<file path="config.mk">
export PLATFORM = sky130hd
export DESIGN_NAME = tlb_page_table_translator_top
export DESIGN_NICKNAME = d
export VERILOG_FILES = /design/src/design/tlbpt_pkg.sv /design/src/design/tlbpt_cell.sv /design/src/design/tlbpt_page_table.sv /design/src/design/tlb_page_table_translator_top.sv
export VERILOG_INCLUDE_DIRS = /design/src /design/src/design
export SDC_FILE = /design/constraint.sdc
export NUM_CORES = 2
export LEC_CHECK = 0
export BUFFER_PORTS_ARGS = -buffer_cell sky130_fd_sc_hd__buf_2
export CORE_MARGIN = 3
export CORE_UTILIZATION = 57
export DETAILED_ROUTE_END_ITERATION = 8
export PLACE_DENSITY = 0.76
export SLEW_MARGIN = 20
export SYNTH_ARGS = -nofsm -noshare
export SYNTH_HDL_FRONTEND = slang
export SYNTH_SLANG_ARGS = --single-unit
</file>
<file path="constraint.sdc">
create_clock -name clk -period 5.1 [get_ports clk]
set_input_delay 0.51 -clock clk [delete_from_list [all_inputs] [get_ports clk]]
set_output_delay 0.51 -clock clk [all_outputs]
set_load 0.02 [all_outputs]
</file>
<file path="src/design/tlb_page_table_translator_top_defines.svh">
// Assertion macros used by the translator's top-level RTL file.
// Each macro expects signals named clk and rst_n in the including module.
`ifndef TLB_PAGE_TABLE_TRANSLATOR_TOP_DEFINES_SVH
`define TLB_PAGE_TABLE_TRANSLATOR_TOP_DEFINES_SVH

// The consequent must hold in the same cycle as the antecedent.
`define TLBPT_ASSERT_SAME(lbl, ante, cons) \
    lbl: assert property (@(posedge clk) disable iff (!rst_n) (ante) |-> (cons)) \
        else $error("tlbpt: same-cycle check failed");

// The consequent must hold in the cycle after the antecedent.
`define TLBPT_ASSERT_NEXT(lbl, ante, cons) \
    lbl: assert property (@(posedge clk) disable iff (!rst_n) (ante) |=> (cons)) \
        else $error("tlbpt: next-cycle check failed");

`endif

</file>
<file path="src/design/tlbpt_pkg.sv">
// Shared types and constants of the address translator.
// No dependencies; used by every module of the block.
`default_nettype none

package tlbpt_pkg;

    localparam int TLB_ENTRIES_DEF = 16;
    localparam int PAGE_COUNT_DEF  = 256;
    localparam int OFFSET_BITS_DEF = 8;

    localparam int ADDR_W      = 16;
    localparam int TAG_W       = 8;
    localparam int FRAME_W     = 8;
    localparam int FREE_W      = 9;
    localparam int COUNT_W     = 32;
    localparam int OUT_DATA_W  = 88;

    localparam logic [FREE_W-1:0] FREE_LIMIT = 9'd256;

    typedef enum logic {
        ST_IDLE,
        ST_LOOKUP
    } state_t;

    // Broadcast to every TLB cell.
    typedef struct packed {
        logic commit;
        logic any_hit;
        logic full;
    } cell_ctrl_t;

    typedef struct packed {
        logic             en;
        logic [TAG_W-1:0] page;
    } pt_rd_t;

    typedef struct packed {
        logic               en;
        logic [TAG_W-1:0]   page;
        logic [FRAME_W-1:0] frame;
    } pt_wr_t;

endpackage

`default_nettype wire

</file>
<file path="src/design/tlbpt_cell.sv">
// One TLB entry in the LRU chain: position 0 is least recent.
// Depends on tlbpt_pkg; instantiated in a row by the top level.
`default_nettype none

module tlbpt_cell
    import tlbpt_pkg::*;
(
    input  wire logic               clk,
    input  wire logic               rst_n,
    input  wire cell_ctrl_t         ctrl,
    input  wire logic [TAG_W-1:0]   page,
    input  wire logic [FRAME_W-1:0] new_frame,
    input  wire logic               prev_valid,
    input  wire logic               next_valid,
    input  wire logic [TAG_W-1:0]   next_tag,
    input  wire logic [FRAME_W-1:0] next_frame,
    input  wire logic               hit_in,
    input  wire logic [FRAME_W-1:0] frame_in,
    output logic                    valid,
    output logic [TAG_W-1:0]        tag,
    output logic [FRAME_W-1:0]      frame,
    output logic                    hit_out,
    output logic [FRAME_W-1:0]      frame_out
);

    logic               valid_reg;
    logic               valid_next;
    logic [TAG_W-1:0]   tag_reg;
    logic [TAG_W-1:0]   tag_next;
    logic [FRAME_W-1:0] frame_reg;
    logic [FRAME_W-1:0] frame_next;
    logic               match;
    logic               shift;
    logic               take_neighbour;
    logic               is_top;
    logic               is_first_free;
    logic               load_new;

    assign match     = valid_reg && (tag_reg == page);
    assign hit_out   = hit_in || match;
    assign frame_out = match ? frame_reg : frame_in;

    // On a hit every entry from the hit upward moves down one place; on a miss
    // into a full TLB the whole row moves and the oldest entry drops out.
    assign shift          = ctrl.commit && (ctrl.any_hit ? hit_out : ctrl.full);
    assign take_neighbour = shift && next_valid;

    assign is_top        = valid_reg && !next_valid;
    assign is_first_free = !valid_reg && prev_valid;
    assign load_new      = ctrl.commit &&
                           ((ctrl.any_hit || ctrl.full) ? is_top : is_first_free);

    always_comb
    begin
        valid_next = valid_reg || load_new;
        tag_next   = tag_reg;
        frame_next = frame_reg;
        if (take_neighbour)
        begin
            tag_next   = next_tag;
            frame_next = next_frame;
        end
        else if (load_new)
        begin
            tag_next   = page;
            frame_next = new_frame;
        end
    end

    always_ff @(posedge clk or negedge rst_n)
    begin
        if (!rst_n)
        begin
            valid_reg <= 1'b0;
        end
        else
        begin
            valid_reg <= valid_next;
        end
    end

    always_ff @(posedge clk)
    begin
        tag_reg   <= tag_next;
        frame_reg <= frame_next;
    end

    assign valid = valid_reg;
    assign tag   = tag_reg;
    assign frame = frame_reg;

endmodule

`default_nettype wire

</file>
<file path="src/design/tlbpt_page_table.sv">
// Page table: mapped flags in flip-flops and a frame memory with a registered read.
// Depends on tlbpt_pkg.
`default_nettype none

module tlbpt_page_table
    import tlbpt_pkg::*;
#(
    parameter int PAGE_COUNT = PAGE_COUNT_DEF
)
(
    input  wire logic          clk,
    input  wire logic          rst_n,
    input  wire pt_rd_t        rd,
    input  wire pt_wr_t        wr,
    output logic               rd_mapped,
    output logic [FRAME_W-1:0] rd_frame
);

    localparam int PAGE_W = $clog2(PAGE_COUNT);

    logic [PAGE_COUNT-1:0] mapped_reg;
    logic [FRAME_W-1:0]    frame_mem [PAGE_COUNT];
    logic                  rd_mapped_reg;
    logic [FRAME_W-1:0]    rd_frame_reg;

    always_ff @(posedge clk or negedge rst_n)
    begin
        if (!rst_n)
        begin
            mapped_reg    <= '0;
            rd_mapped_reg <= 1'b0;
        end
        else
        begin
            if (wr.en)
            begin
                mapped_reg[wr.page[PAGE_W-1:0]] <= 1'b1;
            end
            if (rd.en)
            begin
                rd_mapped_reg <= mapped_reg[rd.page[PAGE_W-1:0]];
            end
        end
    end

    always_ff @(posedge clk)
    begin
        if (wr.en)
        begin
            frame_mem[wr.page[PAGE_W-1:0]] <= wr.frame;
        end
        if (rd.en)
        begin
            rd_frame_reg <= frame_mem[rd.page[PAGE_W-1:0]];
        end
    end

    assign rd_mapped = rd_mapped_reg;
    assign rd_frame  = rd_frame_reg;

endmodule

`default_nettype wire

</file>
<file path="src/design/tlb_page_table_translator_top.sv">
// Address translator: an accepted address waits in ST_LOOKUP until its result is
// committed to the output register, and no new address is taken before that:
// the page-table read is registered, then the TLB row and the tables update.
// A stalled output holds the lookup; the next address is taken while a finished
// result still waits. Reset clears the TLB valid bits, the page-table mapped
// flags, the free-frame pointer and the totals at once; no clearing pass.
`default_nettype none

`include "tlb_page_table_translator_top_defines.svh"

module tlb_page_table_translator_top
    import tlbpt_pkg::*;
#(
    parameter int TLB_ENTRIES = TLB_ENTRIES_DEF,
    parameter int PAGE_COUNT  = PAGE_COUNT_DEF,
    parameter int OFFSET_BITS = OFFSET_BITS_DEF
)
(
    input  wire logic                  clk,
    input  wire logic                  rst_n,
    input  wire logic                  s_tvalid,
    output logic                       s_tready,
    input  wire logic [ADDR_W-1:0]     s_tdata,  // [15:0] logical_address
    output logic                       m_tvalid,
    input  wire logic                  m_tready,
    // [15:0] phys_addr, [16] tlb_hit, [17] page_fault,
    // [49:18] hit_count, [81:50] fault_count, [87:82] zero
    output logic [OUT_DATA_W-1:0]      m_tdata
);

    localparam int SRC_W  = ADDR_W - OFFSET_BITS;
    localparam int RED_W  = SRC_W + TAG_W;
    localparam int WIDE_W = FRAME_W + OFFSET_BITS;

    // Page number modulo the table size by shifted compare and subtract;
    // the quotient never exceeds eight bits.
    function automatic logic [TAG_W-1:0] page_of(input logic [ADDR_W-1:0] addr);
        logic [RED_W-1:0] rem;
        logic [RED_W-1:0] step;
        rem = RED_W'(addr[ADDR_W-1:OFFSET_BITS]);
        for (int k = TAG_W - 1; k >= 0; k--)
        begin
            step = RED_W'(PAGE_COUNT) << k;
            if (rem >= step)
            begin
                rem = rem - step;
            end
        end
        return rem[TAG_W-1:0];
    endfunction

    state_t                   state_reg;
    state_t                   state_next;
    logic [TAG_W-1:0]         page_reg;
    logic [OFFSET_BITS-1:0]   offset_reg;
    logic [FREE_W-1:0]        free_reg;
    logic [FREE_W-1:0]        free_next;
    logic [COUNT_W-1:0]       hit_total_reg;
    logic [COUNT_W-1:0]       hit_total_next;
    logic [COUNT_W-1:0]       fault_total_reg;
    logic [COUNT_W-1:0]       fault_total_next;
    logic                     m_tvalid_reg;
    logic                     m_tvalid_next;
    logic [OUT_DATA_W-1:0]    m_tdata_reg;
    logic [OUT_DATA_W-1:0]    m_tdata_next;

    logic                     in_accept;
    logic                     out_free;
    logic                     commit;
    logic                     hit;
    logic                     fault;
    logic [FRAME_W-1:0]       frame;
    logic [WIDE_W-1:0]        phys_wide;
    logic [ADDR_W-1:0]        phys;
    logic                     rd_mapped;
    logic [FRAME_W-1:0]       rd_frame;
    pt_rd_t                   pt_rd;
    pt_wr_t                   pt_wr;
    cell_ctrl_t               ctrl;

    logic [TLB_ENTRIES-1:0]   valid_vec;
    logic [TAG_W-1:0]         tag_w   [TLB_ENTRIES];
    logic [FRAME_W-1:0]       frame_w [TLB_ENTRIES];
    logic [TLB_ENTRIES:0]     hit_chain;
    logic [FRAME_W-1:0]       frame_chain [TLB_ENTRIES+1];

    // Next state
    always_comb
    begin
        state_next = state_reg;
        unique case (state_reg)
            ST_IDLE:
            begin
                if (s_tvalid)
                begin
                    state_next = ST_LOOKUP;
                end
            end
            ST_LOOKUP:
            begin
                if (out_free)
                begin
                    state_next = ST_IDLE;
                end
            end
            default:
            begin
                state_next = ST_IDLE;
            end
        endcase
    end

    // Control outputs
    always_comb
    begin
        s_tready = 1'b0;
        commit   = 1'b0;
        unique case (state_reg)
            ST_IDLE:
            begin
                s_tready = 1'b1;
            end
            ST_LOOKUP:
            begin
                commit = out_free;
            end
            default:
            begin
                s_tready = 1'b0;
            end
        endcase
    end

    assign in_accept = s_tvalid && s_tready;
    assign out_free  = !m_tvalid_reg || m_tready;

    assign pt_rd.en   = in_accept;
    assign pt_rd.page = page_of(s_tdata);

    tlbpt_page_table #(
        .PAGE_COUNT (PAGE_COUNT)
    ) u_page_table (
        .clk       (clk),
        .rst_n     (rst_n),
        .rd        (pt_rd),
        .wr        (pt_wr),
        .rd_mapped (rd_mapped),
        .rd_frame  (rd_frame)
    );

    assign hit_chain[0]   = 1'b0;
    assign frame_chain[0] = '0;

    assign ctrl.commit  = commit;
    assign ctrl.any_hit = hit_chain[TLB_ENTRIES];
    assign ctrl.full    = valid_vec[TLB_ENTRIES-1];

    for (genvar i = 0; i < TLB_ENTRIES; i++)
    begin : g_cell
        logic               prev_valid;
        logic               next_valid;
        logic [TAG_W-1:0]   next_tag;
        logic [FRAME_W-1:0] next_frame;

        if (i == 0)
        begin : g_first
            assign prev_valid = 1'b1;
        end
        else
        begin : g_inner_prev
            assign prev_valid = valid_vec[i-1];
        end

        if (i == TLB_ENTRIES - 1)
        begin : g_last
            assign next_valid = 1'b0;
            assign next_tag   = '0;
            assign next_frame = '0;
        end
        else
        begin : g_inner_next
            assign next_valid = valid_vec[i+1];
            assign next_tag   = tag_w[i+1];
            assign next_frame = frame_w[i+1];
        end

        tlbpt_cell u_cell (
            .clk        (clk),
            .rst_n      (rst_n),
            .ctrl       (ctrl),
            .page       (page_reg),
            .new_frame  (frame),
            .prev_valid (prev_valid),
            .next_valid (next_valid),
            .next_tag   (next_tag),
            .next_frame (next_frame),
            .hit_in     (hit_chain[i]),
            .frame_in   (frame_chain[i]),
            .valid      (valid_vec[i]),
            .tag        (tag_w[i]),
            .frame      (frame_w[i]),
            .hit_out    (hit_chain[i+1]),
            .frame_out  (frame_chain[i+1])
        );
    end

    assign hit   = hit_chain[TLB_ENTRIES];
    assign fault = !hit && !rd_mapped;

    always_comb
    begin
        if (hit)
        begin
            frame = frame_chain[TLB_ENTRIES];
        end
        else if (rd_mapped)
        begin
            frame = rd_frame;
        end
        else
        begin
            frame = free_reg[FRAME_W-1:0];
        end
    end

    assign pt_wr.en    = commit && fault;
    assign pt_wr.page  = page_reg;
    assign pt_wr.frame = frame;

    always_comb
    begin
        free_next        = free_reg;
        hit_total_next   = hit_total_reg;
        fault_total_next = fault_total_reg;
        if (commit && fault && (free_reg < FREE_LIMIT))
        begin
            free_next = free_reg + 1'b1;
        end
        if (commit && hit && (hit_total_reg != '1))
        begin
            hit_total_next = hit_total_reg + 1'b1;
        end
        if (commit && fault && (fault_total_reg != '1))
        begin
            fault_total_next = fault_total_reg + 1'b1;
        end
    end

    // Frame bits pushed above the address width are dropped.
    assign phys_wide = {frame, offset_reg};
    assign phys      = ADDR_W'(phys_wide);

    always_comb
    begin
        m_tvalid_next = m_tvalid_reg;
        m_tdata_next  = m_tdata_reg;
        if (m_tvalid_reg && m_tready)
        begin
            m_tvalid_next = 1'b0;
        end
        if (commit)
        begin
            m_tvalid_next = 1'b1;
            m_tdata_next  = OUT_DATA_W'({fault_total_next, hit_total_next,
                                         fault, hit, phys});
        end
    end

    always_ff @(posedge clk or negedge rst_n)
    begin
        if (!rst_n)
        begin
            state_reg       <= ST_IDLE;
            free_reg        <= '0;
            hit_total_reg   <= '0;
            fault_total_reg <= '0;
            m_tvalid_reg    <= 1'b0;
        end
        else
        begin
            state_reg       <= state_next;
            free_reg        <= free_next;
            hit_total_reg   <= hit_total_next;
            fault_total_reg <= fault_total_next;
            m_tvalid_reg    <= m_tvalid_next;
        end
    end

    always_ff @(posedge clk)
    begin
        if (in_accept)
        begin
            page_reg   <= pt_rd.page;
            offset_reg <= s_tdata[OFFSET_BITS-1:0];
        end
        m_tdata_reg <= m_tdata_next;
    end

    assign m_tvalid = m_tvalid_reg;
    assign m_tdata  = m_tdata_reg;

    // Valid entries always form an unbroken run from the least-recent end.
    `TLBPT_ASSERT_SAME(a_valid_packed, 1'b1, ((valid_vec & (valid_vec + 1'b1)) == '0))
    // A completed lookup always leaves a result in the output register.
    `TLBPT_ASSERT_NEXT(a_commit_result, commit, m_tvalid)
    // An accepted transaction always moves on to the lookup.
    `TLBPT_ASSERT_NEXT(a_accept_lookup, in_accept, (state_reg == ST_LOOKUP))

endmodule

`default_nettype wire

</file>
==> results by group <==
Floorplanning
  – Core area: 0.193 sq mm
  – Initial Utilization: 0.574
  – Die width: 446 um
  – DIE HEIGHT: 446 um
  – Total die area: 0.199 sq mm
  – # rows: 161
  – I/O pin total: 110

Placed design
  – Post-DP HPWL: 159000 um
  – Port bufs: 103
  – Placed Cells: 8229
  – Gpl congestion: 0.905

Clock network
  – Root buf cell: clkbuf_16
  – Clock latency on the worst-skew pair: 0.95 ns
  – TritonCTS clock tree: built
  – CTS Sinks: 2758
  – CTS resizes: 0
  – Post-CTS setup buffers: 0
  – H-tree levels: 5
  – Longest Clk Path Bufs: 4
  – CTS Buf Count: 287
  – Clock-pin slew on the worst setup and hold paths: 0.06 ns

Worst setup path
  – CP Depth: 11
  – Critical Path Max Stage Delay: 0.56 ns
  – R2r endpoint: u_page_table.frame_mem[215][5]$_DFFE_PP_
  – Largest fanout on the critical path: 129
  – Nature of the critical path endpoint: register
  – Crit-path cells: buf_12, xnor2_1, nand3_1, or3_1, o311ai_0, o2111ai_1, a21oi_1, o21ai_0, a22oi_2, buf_4, buf_12
  – Buffers and inverters on the worst path: 3
  – Startpoint Class: register
  – Worst EP required: 5.69 ns
  – Critical path class: reg2reg
  – Most frequent CP cell: buf_12
  – Worst setup path start: page_reg[6]$_DFFE_PP_
  – Worst r2r src: page_reg[6]$_DFFE_PP_
  – Critical path arrival: 5.10 ns
  – Worst R2R Setup Slack: 0.59 ns
  – Max stage delay cell, worst path: edfxtp_1
  – Crit path capture: u_page_table.frame_mem[215][5]$_DFFE_PP_
  – Reg2Reg Depth: 11
  – Cell family with most CP delay: compound AO/OA/AOI/OAI gates

Power
  – Max IR drop VDD: 0.927 mV
  – P_sw: 17.8 mW
  – Static leakage: 43.4 nW
  – Sw frac: 0.276
  – Clock share of power: 0.310
  – PwrDens: 512 mW/mm^2
  – Tot Pwr: 64.6 mW
  – Reg power frac: 0.497
  – Combinational share of power: 0.193
  – Pint: 46.8 mW

GRT
  – Pin count of the biggest net entering global routing: 169
  – GR Overflow Total: 0
  – Antenna violations before repair: 7
  – GRT Total Usage: 0.271
  – Vias in the first global route: 58600
  – First-pass GRT wire length: 397000 um

Synthesis
  – Cells taking the most area after synthesis: edfxtp_1, mux4_2, dfrtp_1, mux2_2, xnor2_1
  – EDFF count, synth: 2410
  – Syn Area/Cell: 20.2 sq um
  – Synth warnings: 0
  – Post-synth top flop: edfxtp_1
  – Synth Register Bits: 2758
  – Sequential share of the synthesized area: 0.733
  – Largest family of logic cells by synthesized area: multiplexers
  – Synth Area in Compound Gates: 0.0247
  – Post-synthesis mux area share: 0.176
  – Cell taking the most area after synthesis: edfxtp_1
  – Synth Area in Simple Gates: 0.0364
  – Ys async rst share: 0.126
  – Synthesized cell area: 0.111 sq mm
  – Top-area cell type share of the netlist area: 0.654
  – XOR/XNOR Fraction of Synth Area: 0.0156
  – Adder-Cell Fraction of Synth Area: 0.000339
  – Mapped Cells: 5476
  – Unique cell type count in the Yosys netlist: 84

Timing
  – Worst clock skew: 0.102 ns
  – Max Clock Freq: 222 MHz
  – Period utilisation layout: 0.885
  – Worst-margin pin slew: 1.05 ns
  – Final setup fails: 0
  – Final critical-path required period: 4.51 ns
  – Unrepaired setup endpoints after global routing: no
  – Fin Setup TNS: 0 ns
  – Max-slew headroom: 0.300
  – Final Hold Violating Endpoints: 0
  – Final Max Tran Viols: 0

Layout
  – Layout area overhead: 13.9%
  – Most common cell after layout, fill and taps aside: edfxtp_1
  – Finished Layout Cells: 8743
  – Ratio of cells with drive above 1 in the final layout: 0.342
  – Final Net Count: 6028
  – Sequential cell area: 0.0811 sq mm
  – Most frequent cells in the layout: edfxtp_1, mux4_2, buf_4
  – # fillers: 12000
  – Multi-input gate area: 0.0281 sq mm
  – Max reg flops: 2048

Drt
  – DRT Pass-1 Iters: 6
  – DRT antenna net count: 0
  – Detailed Route WL: 265000 um
  – Via/cell ratio: 6.56
  – Routed vias: 57300
  – Detailed Route Iter0 Violations: 7355
  – Post-DR wirelength/cell: 30.3 um
  – DRC: 0

Job
  – Max_cap viols: 0

Status
  – Outcome: completed

Hold path
  – Worst hold path class: in2async
## kinds of logic (layout without fill, tap and decap cells)
group,count (synthesis),in the layout
flops,2758,2758
mux,989,989
simple gates,812,812
compound gates,371,371
buf+inv,345,1074
xor+xnor,197,197
fa+ha+maj,3,3
other cells,1,13
## area by class of cell
class	count	area share
flip-flops and latches	2758	0.643
multi-input cells	2378	0.223
clock buffers	373	0.0618
repair buffers	563	0.0371
well taps	2526	0.0251
clock inverters	121	0.00859
inverters	17	0.000526
diodes	7	0.000139
## cells in the mapped netlist (5+ instances only)
cell         n
edfxtp_1  2410
a21o_1      17
a221o_1      6
buf_4       15
and2_1       7
o21bai_1   147
a31oi_1     15
o221ai_1     6
nor4_1       7
xor2_1      38
a221oi_1     9
o22ai_1      9
a22oi_1     48
a211oi_1    10
nor3_2       7
nand4_1     43
inv_1       17
or2_2      114
mux4_2     736
and3_1      23
nand3_1     67
buf_2       54
mux2_2     249
nand2_1    104
buf_6       19
nor2_2       7
nor2_1     323
clkbuf_1   160
nor3_1      35
or3_1       18
o21ai_0     34
a21oi_1     27
nand2b_1    12
dfrtp_1    348
o21ai_1      5
nor2b_1     15
xnor2_1    159
buf_1       79
## routing by layer
metal  track usage  vias up  wire (um)
li1              -    23300          -
met1         0.381    30200     102000
met2         0.434     3250     130000
met3        0.0505      576      23900
met4        0.0938        2       9400
met5             0        -         11
## power by group through the flow
stage                     clock network, mW  logic, mW  registers (mW)
final                                  20.0       12.5            32.1
after global routing                   21.1       13.5            32.3
after CTS                              20.3       12.5            32.0
after detailed placement                  0       12.4            32.5
after global placement                    0       12.0            32.4
after floorplan                           0       7.34            32.6
## through the flow
step           setup slack [ns]  hold slack (ns)  cell area, sq um  utilization
2_1_floorplan             0.313            0.214            111000            -
3_3_place_gp              0.745            0.408            117000        0.607
3_5_place_dp              0.718            0.409            117000        0.607
4_1_cts                   0.718            0.134            126000        0.654
5_1_grt                   0.453            0.143            126000        0.654
6_report                  0.588            0.136            126000        0.654
## how the worst min path moves through the flow
stage / slack [ns] / endpoint
6_report: 0.14 / m_tvalid$_DFFE_PN0P_
3_3_place_gp: 0.41 / m_tdata[0]$_DFFE_PP_
2_1_floorplan: 0.21 / fault_total_reg[0]$_DFF_PN0_
4_1_cts: 0.13 / page_reg[1]$_DFFE_PP_
3_5_place_dp: 0.41 / m_tdata[5]$_DFFE_PP_
5_1_grt: 0.14 / page_reg[1]$_DFFE_PP_
## timing repair
action,4_1_cts,5_1_grt
endpoints found under the hold margin,88,0
endpoints found under the setup margin,0,0
hold buffers,13,0
Note: power is estimated with default switching activity, not from simulation.
